File: config.mk
export PLATFORM = sky130hd
export DESIGN_NAME = csr_ctrl
export DESIGN_NICKNAME = d
export VERILOG_FILES = /design/src/csr_pkg.sv /design/src/csr_ctrl.sv
export SDC_FILE = /design/constraint.sdc
export NUM_CORES = 1
export LEC_CHECK = 0
export BUFFER_PORTS_ARGS = -buffer_cell sky130_fd_sc_hd__buf_2
export CAP_MARGIN = 30
export CORE_MARGIN = 5
export CORE_UTILIZATION = 30
export CTS_CLUSTER_SIZE = 12
export DETAILED_ROUTE_END_ITERATION = 16
export PLACE_DENSITY = 0.61
export SLEW_MARGIN = 0
export SYNTH_ARGS = -nofsm -noshare
export SYNTH_HDL_FRONTEND = slang
export SYNTH_SLANG_ARGS = --single-unit
File: constraint.sdc
create_clock -name i_clk -period 2.75 [get_ports i_clk]
set_clock_uncertainty 0.15 [all_clocks]
set_input_delay 0.55 -clock i_clk [delete_from_list [all_inputs] [get_ports i_clk]]
set_output_delay 0.55 -clock i_clk [all_outputs]
set_load 0.02 [all_outputs]
File: src/csr_pkg.sv
// Shared types and constants for the compressed-row sparse matrix store.
package csr_pkg;

    // Sizing of the store
    localparam int MAX_ROWS = 64;
    localparam int MAX_COLS = 1024;
    localparam int CAPACITY = 256;

    // Field and register widths
    localparam int ROW_W    = $clog2(MAX_ROWS);
    localparam int COL_W    = $clog2(MAX_COLS);
    localparam int VAL_W    = 32;
    localparam int NROW_W   = $clog2(MAX_ROWS + 1);
    localparam int NCOL_W   = $clog2(MAX_COLS + 1);
    localparam int CNT_W    = $clog2(CAPACITY + 1);
    localparam int ADDR_W   = $clog2(CAPACITY);
    localparam int RS_DEPTH = MAX_ROWS + 1;
    localparam int RS_AW    = $clog2(RS_DEPTH);

    // Configuration register indexes (byte offset / 4)
    typedef enum logic {
        REG_NUM_ROWS = 1'b0,
        REG_NUM_COLS = 1'b1
    } t_reg;

    // Response status codes
    typedef enum logic [1:0] {
        ST_OK    = 2'd0,
        ST_RANGE = 2'd1,
        ST_FULL  = 2'd2
    } t_status;

    // Request transaction
    typedef struct packed {
        logic                    req_type;
        logic [ROW_W-1:0]        row;
        logic [COL_W-1:0]        col;
        logic signed [VAL_W-1:0] value;
    } t_req;

    // Response transaction
    typedef struct packed {
        logic signed [VAL_W-1:0] result_value;
        t_status                 status;
    } t_resp;

    // Controller to datapath commands
    typedef struct packed {
        logic capture;
        logic rs_pair_rd;
        logic bounds_ld;
        logic scan_en;
        logic res_hit;
        logic res_zero;
        logic res_range;
        logic res_full;
        logic shift_init;
        logic shift_en;
        logic ins_wr;
        logic inc_en;
        logic cnt_inc;
        logic out_ld;
    } t_cmd;

    // Datapath to controller status
    typedef struct packed {
        logic range_ok;
        logic is_wr;
        logic scan_hit;
        logic scan_miss;
        logic full;
        logic shift_done;
        logic inc_done;
        logic out_free;
    } t_sts;

endpackage

File: src/csr_ctrl.sv
// Sequencing state machine for the sparse matrix store.
module csr_ctrl (
    input  logic          i_clk,
    input  logic          i_rst_n,
    input  logic          i_in_valid,
    output logic          o_in_ready,
    input  csr_pkg::t_sts i_sts,
    output csr_pkg::t_cmd o_cmd
);
    import csr_pkg::*;

    typedef enum logic [7:0] {
        S_IDLE    = 8'b0000_0001,
        S_CHECK   = 8'b0000_0010,
        S_RS_WAIT = 8'b0000_0100,
        S_SCAN    = 8'b0000_1000,
        S_SHIFT   = 8'b0001_0000,
        S_INSERT  = 8'b0010_0000,
        S_RS_INC  = 8'b0100_0000,
        S_FINISH  = 8'b1000_0000
    } t_state;

    t_state r_state;
    t_state n_state;

    assign o_in_ready = (r_state == S_IDLE);

    // Next state and command decode
    always_comb begin
        n_state = r_state;
        o_cmd   = '0;
        unique case (r_state)
            S_IDLE: begin
                if (i_in_valid) begin
                    o_cmd.capture = 1'b1;
                    n_state       = S_CHECK;
                end
            end
            S_CHECK: begin
                if (!i_sts.range_ok) begin
                    o_cmd.res_range = 1'b1;
                    n_state         = S_FINISH;
                end else begin
                    o_cmd.rs_pair_rd = 1'b1;
                    n_state          = S_RS_WAIT;
                end
            end
            S_RS_WAIT: begin
                o_cmd.bounds_ld = 1'b1;
                n_state         = S_SCAN;
            end
            S_SCAN: begin
                priority if (i_sts.scan_hit) begin
                    o_cmd.res_hit = 1'b1;
                    n_state       = S_FINISH;
                end else if (i_sts.scan_miss && !i_sts.is_wr) begin
                    o_cmd.res_zero = 1'b1;
                    n_state        = S_FINISH;
                end else if (i_sts.scan_miss && i_sts.full) begin
                    o_cmd.res_full = 1'b1;
                    n_state        = S_FINISH;
                end else if (i_sts.scan_miss) begin
                    o_cmd.shift_init = 1'b1;
                    n_state          = S_SHIFT;
                end else begin
                    o_cmd.scan_en = 1'b1;
                end
            end
            S_SHIFT: begin
                if (i_sts.shift_done) begin
                    n_state = S_INSERT;
                end else begin
                    o_cmd.shift_en = 1'b1;
                end
            end
            S_INSERT: begin
                o_cmd.ins_wr = 1'b1;
                n_state      = S_RS_INC;
            end
            S_RS_INC: begin
                if (i_sts.inc_done) begin
                    o_cmd.cnt_inc  = 1'b1;
                    o_cmd.res_zero = 1'b1;
                    n_state        = S_FINISH;
                end else begin
                    o_cmd.inc_en = 1'b1;
                end
            end
            S_FINISH: begin
                if (i_sts.out_free) begin
                    o_cmd.out_ld = 1'b1;
                    n_state      = S_IDLE;
                end
            end
            default: begin
                n_state = S_IDLE;
            end
        endcase
    end

    // State register
    always_ff @(posedge i_clk) begin
        if (!i_rst_n) begin
            r_state <= S_IDLE;
        end else begin
            r_state <= n_state;
        end
    end

endmodule

==> metrics.md, run 1 <==
| Metric | Value |
|---|---|
| Nets | 112 |
| Seq pwr share | 0.362 |
| Pre-CTS setup slack | 0.291 ns |
| Primary FF master, synth | dfxtp_1 |
| Largest stage delay, worst path | 0.40 ns |
| Yosys warning count | 0 |
| Syn-to-layout area delta | 33.8% |
| Cts hold-fix bufs | 0 |
| Number of flip-flops in the largest register | 8 |
| Inst Count DP | 121 |
| DRT Pass-1 Iters | 2 |
| Largest registers | r_state x8 |
| Detail Placement HPWL | 1.17 mm |
| Minimum clock period | 2.67 ns |
| Hold Crit Class | register to register |
| Max IR drop VDD | 430 uV |
| Post-Synth Simple-Gate Area | 0.464 |
| Crit share post-route | 0.969 |
| Syn Area/Cell | 7.71 um2 |
| Routed Antenna Nets | 0 |
| Most frequent CP cell | or3_4 |
| Hold slack | 0.360 ns |
| Post-synth top area share | 0.284 |
| Post-CTS setup buffers | 0 |
| Hold Violations, Final | 0 |
| Synthesized Nets | 84 |
| Largest family of logic cells by synthesized area | simple AND/OR/NAND/NOR gates |
| Post-synthesis adder-cell area fraction | 0 |
| Cell Area, Synth | 563 um2 |
| Mux share of post-synthesis cell area | 0 |
| Die ar. | 2840 um2 |
| Seq/Total Area, Yosys | 0.284 |
| Row count | 15 |
| GP Congestion | 0.760 |
| Buf+Inv Stages, Crit Path | 2 |
| Number of antenna violations at the first check in global routing | 0 |
| WS Path Type | register to output port |
| Dominant cells by area after synthesis | dfxtp_1 28%, nor2_1 7.3%, nor3_1 5.3% |
| Worst slew pin tran | 0.516 ns |
| Psw | 201 uW |
| Pwr/cell area | 656 nW/um2 |
| Worst skew pair latency | 0.24 ns |
| #FFs+latches synth | 8 |
| Sequential cell area | 165 um2 |
| CP startpoint kind | register |
| Endpoints failing setup | 0 |
| Static leakage | 0.000364 uW |
| Kind of end point of the critical path | output port |
| Worst EP required | 2.05 ns |
| Final core occ | 0.427 |
| EDFF count, synth | 0 |
| Biggest register | r_state |
| Asr flop ratio synth | 0 |
| Wirelength, routed | 1.50 mm |
| Global-route wire length before repair | 2.40 mm |
| Die Ht | 53.3 um |
| Port buffer count | 25 |
| Largest net degree at the start of global routing | 10 |
| Vias | 607 |
| Routed wire per std cell | 12.1 um |
| CTS Root Cell | clkbuf_4 |
| Core area | 1760 um2 |
| Most common cell in the netlist | nor2_1 |
| Cell Chain, Critical Path | or3_1 > or3_4 > or3_4 > inv_2 > buf_4 |
| DR iter-0 viols | 1 |
| ANT cells | 0 |
| Clk sink count | 8 |
| Worst path slowest cell | or3_4 |
| Clock network power share | 0.171 |
| Routed vias/inst | 4.90 |
| Worst-path clk slew | 0.05 ns |
| Max Slew Vio Count | 0 |
| Remaining Overflow, GRT | 0 |
| Die Wd | 53.3 um |
| Internal | 293 uW |
| Synth Area in Compound Gates | 0.153 |
| CTS tree | built |
| DR DRC count | 0 |
| RSZ-0062 raised after global routing | no |
| Comb pwr share | 0.467 |
| Slew HR | 0.652 |
| I/O pins | 26 |
| CP delay by family, top | simple AND/OR/NAND/NOR gates |
| Num CTS Buffers | 3 |
| CTS resizes | 0 |
| Post-Synth XOR/XNOR Area | 0.0311 |
| Vias in the first global route | 605 |
| Final worst setup slack | 0.0843 ns |
| Max-cap violations | 0 |
| Status | completed |
| Fraction of layout instances using a drive strength above 1 | 0.394 |
| Fillers | 208 |
| Starting Density | 0.319 |
| H-tree depth | 1 |
| Sw Ratio | 0.407 |
| Commonest cells post-synth | 11 x nor2_1, 8 x dfxtp_1, 6 x nor3_1, 5 x nand2_1, 4 x inv_1 |
| Synth area leader | dfxtp_1 |
| CTS Buffer Depth | 2 |
| Max Fclk | 0.375 GHz |
| Global Route Usage Sum | 0.114 |
| Post-synth cell types | 31 |
| Worst Path Arrival | 1.97 ns |
| Multi-input logic area | 388 um2 |
| Cell Count, Final, Fillers Out | 124 |
| Setup TNS | 0 ns |
| Mapped Cells | 73 |
| Worst-path maximum fanout | 9 |
## cells in the final DEF, fill, tap and decap left out, drive strengths merged, types with 2 or more instances in the layout
cell | Yosys | layout
and2 | 2 | 2
buf | 2 | 25
clkbuf | 0 | 3
dfxtp | 8 | 8
inv | 5 | 5
nand2 | 5 | 5
nand2b | 2 | 2
nand3 | 3 | 3
nor2 | 11 | 11
nor3 | 6 | 6
nor4 | 2 | 2
nor4b | 2 | 2
o21a | 3 | 3
o21ai | 2 | 2
o21bai | 2 | 2
or3 | 3 | 3
or4b | 2 | 2
xor2 | 2 | 2
## worst paths after layout
path / start / endpoint / slack (ns) / depth (start not counted)
setup / recovery: r_state[1]$_SDFFE_PN0P_ / o_cmd[2] / 0.08 / 5
hold / removal: r_state[1]$_SDFFE_PN0P_ / r_state[5]$_SDFFE_PN0P_ / 0.36 / 1
setup reg to reg: r_state[0]$_SDFFE_PN1P_ / r_state[7]$_SDFFE_PN0P_ / 0.70 / 4
hold reg to reg: r_state[1]$_SDFFE_PN0P_ / r_state[5]$_SDFFE_PN0P_ / 0.36 / 1
## cells by family after synthesis
| group | after synthesis |
|---|---|
| AOI/OAI and AO/OA | 12 |
| buffers and inverters | 7 |
| DFF | 8 |
| xor gates and xnor gates | 2 |
| and+or+nand+nor | 44 |
## routing by layer
| layer | vias to the layer above | GRT usage | wire [um] |
|---|---|---|---|
| li1 | 320 | - | - |
| met1 | 264 | 0.151 | 715 |
| met2 | 21 | 0.165 | 635 |
| met3 | 2 | 0.0282 | 142 |
| met4 | 0 | 0.0638 | 8 |
| met5 | - | 0 | 0 |
## final cells by class
cell class,count,area share
multi-input cells,58,0.515
flip-flops and latches,8,0.219
repair buffers,25,0.169
well taps,25,0.0415
clock buffers,3,0.0299
inverters,5,0.0249
## through the flow
step / total power, uW / area [um2]
2_1_floorplan: 337 / 563
3_3_place_gp: 379 / 701
3_5_place_dp: 383 / 701
4_1_cts: 470 / 723
5_1_grt: 541 / 753
6_report: 494 / 753
## power groups by stage
stage	clock, uW	sequential, uW	combinational (uW)
final	84.4	179	231
after global routing	92.1	186	263
after CTS	88.6	165	217
after detailed placement	0	167	216
after global placement	0	166	213
after floorplan	0	152	185
(Power assumes the default switching activity.)
==> run 2, diff against run 1 <==
- CORE_ASPECT_RATIO: not set -> 1.2
==> run 2 against run 1 <==
Against the previous run:
- utilization down 2.0 points
- sequential power down 9%
- first-iteration DRC count rose to 9.0 times the previous value
- maximum frequency about the same
- non-clock buffer count up 1
==> metrics.md, run 2 (synthesis gave the netlist of run 1 again) <==
| Metric | Value |
|---|---|
| Post-CTS setup buffers | 0 (unchanged) |
| Pwr/cell area | 661 nW/um2 (+0.79%) |
| Final worst setup slack | 0.0839 ns (-0.000415 ns) |
| Multi-input logic area | 375 um2 (-3.2%) |
| Max Slew Vio Count | 0 (unchanged) |
| CTS resizes | 0 (unchanged) |
| GP Congestion | 0.788 (+3.7%) |
| Nets | 113 (+0.89%) |
| Hold Crit Class | register to register |
| Fillers | 198 (-4.8%) |
| Vias in the first global route | 547 (-9.6%) |
| R2r worst-path depth | 5 (+1) |
| Max Fclk | 0.375 GHz (about the same) |
| Psw | 196 uW (-2.3%) |
| Commonest cells after routing, fill and taps aside | 25 x buf_2, 11 x nor2_1, 6 x dfxtp_1 |
| Seq pwr share | 0.335 (-0.027) |
| Number of antenna violations at the first check in global routing | 0 (unchanged) |
| Routed Antenna Nets | 0 (unchanged) |
| Comb pwr share | 0.489 (+0.022) |
| Row count | 17 (+2) |
| Endpoints failing setup | 0 (unchanged) |
| Crit share post-route | 0.969 (about the same) |
| Sw Ratio | 0.403 (-0.00315) |
| Reg2reg end | r_state[7]$_SDFFE_PN0P_ |
| R2r setup slk | 0.70 ns (about the same) |
| Worst skew pair latency | 0.25 ns (about the same) |
| Crit path launch | r_state[1]$_SDFFE_PN0P_ |
| Num CTS Buffers | 3 (unchanged) |
| I/O pins | 26 (unchanged) |
| Die Ht | 57.5 um (+7.8%) |
| CP startpoint kind | register |
| Vias | 616 (+1.5%) |
| Commonest non-fill, non-tap cell in the layout | buf_2 |
| Hold slack | 0.371 ns (+0.0106 ns) |
| Routed wire per std cell | 12.5 um (+2.9%) |
| Setup TNS | 0 ns (unchanged) |
| Core area | 1810 um2 (+2.5%) |
| Fraction of layout instances using a drive strength above 1 | 0.400 (+0.00606) |
| Minimum clock period | 2.67 ns (+0.000415 ns) |
| Worst Path Arrival | 1.97 ns (about the same) |
| Clock network power share | 0.176 (+0.005) |
| RSZ-0062 raised after global routing | no |
| Status | completed |
| Worst-path maximum fanout | 9 (unchanged) |
| Hold Path End | r_state[5]$_SDFFE_PN0P_ |
| Die Wd | 49.5 um (-7.1%) |
| Global-route wire length before repair | 2.46 mm (+2.3%) |
| Internal | 290 uW (-1.0%) |
| Global Route Usage Sum | 0.106 (-0.00783) |
| Final core occ | 0.407 (-0.0200) |
| DRT Pass-1 Iters | 4 (+2) |
| Sequential cell area | 163 um2 (-1.5%) |
| Clk sink count | 8 (unchanged) |
| Syn-to-layout area delta | 30.7% |
| Pre-CTS setup slack | 0.316 ns (+0.0244 ns) |
| Worst EP required | 2.05 ns (about the same) |
| Number of flip-flops in the largest register | 8 (unchanged) |
| CTS Root Cell | clkbuf_4 |
| Biggest register | r_state |
| Static leakage | 0.000364 uW (-0.12%) |
| Starting Density | 0.311 (-0.00773) |
| Worst Hold Launch | r_state[1]$_SDFFE_PN0P_ |
| Max IR drop VDD | 341 uV (-21%) |
| Worst-path clk slew | 0.05 ns (about the same) |
| Tot Pwr | 486 uW (-1.5%) |
| Port buffer count | 25 (unchanged) |
| H-tree depth | 1 (unchanged) |
| Max-cap violations | 0 (unchanged) |
| Reg2reg start | r_state[0]$_SDFFE_PN1P_ |
| Kind of end point of the critical path | output port |
| Largest net degree at the start of global routing | 10 (unchanged) |
| Remaining Overflow, GRT | 0 (unchanged) |
| Slew HR | 0.633 (-0.0186) |
| DR iter-0 viols | 9 (+8) |
| Hold depth | 1 (unchanged) |
| ANT cells | 0 (unchanged) |
| Largest registers | r_state x8 |
| CTS Buffer Depth | 2 (unchanged) |
| DR DRC count | 0 (unchanged) |
| WS Path Type | register to output port |
| Hold Violations, Final | 0 (unchanged) |
| Worst slew pin tran | 0.543 ns (+0.0275 ns) |
| Wirelength, routed | 1.48 mm (-1.3%) |
| CTS tree | built |
| Cts hold-fix bufs | 0 (unchanged) |
| Die ar. | 2850 um2 (+0.13%) |
| Routed vias/inst | 5.18 (+5.7%) |
==> run 2: per-layer routing <==
| metal | GRT usage | vias to the layer above | routed length (um) | part of all wire |
|---|---|---|---|---|
| li1 | - | 318 | - | - |
| met1 | 0.136 | 267 | 677 | 0.46 |
| met2 | 0.151 | 29 | 621 | 0.42 |
| met3 | 0.0339 | 2 | 168 | 0.11 |
| met4 | 0.0674 | 0 | 14 | 0.0094 |
| met5 | 0 | - | 0 | 0 |
==> run 2: how the worst max path moves through the flow <==
stage | slack, ns | endpoint
finish | 0.08 | o_cmd[2]
global route | 0.01 | o_cmd[2]
CTS | 0.04 | o_cmd[2]
detailed placement | 0.32 | o_cmd[2]
global placement | 0.33 | o_cmd[2]
floorplan | 0.06 | o_cmd[8]
==> run 2: per-stage QoR <==
step           instance area, um2  std cells
6_report                      736        119
3_5_place_dp                  701        116
3_3_place_gp                  701        116
4_1_cts                       723        119
5_1_grt                       736        119
2_1_floorplan                 563         73
==> run 2: power by group through the flow <==
stage / sequential, uW / clock, uW / combinational (uW)
floorplan: 152 / 0 / 185
global placement: 158 / 0 / 232
detailed placement: 161 / 0 / 234
CTS: 158 / 90.1 / 234
global route: 168 / 97.1 / 267
finish: 163 / 85.8 / 238
==> run 2: area by class of cell <==
| cell class | count | share of cell area |
|---|---|---|
| Multi-Input combinational cell | 58 | 0.510 |
| Sequential cell | 8 | 0.221 |
| Timing Repair Buffer | 26 | 0.180 |
| Tap cell | 19 | 0.0323 |
| Clock buffer | 3 | 0.0306 |
| Inverter | 5 | 0.0255 |
==> run 2: critical path: stages, from the launching register on <==
cell     delay (ns)
dfxtp_2        0.36
or3_1          0.39
or3_4          0.35
or3_4          0.39
inv_2          0.07
buf_2          0.15
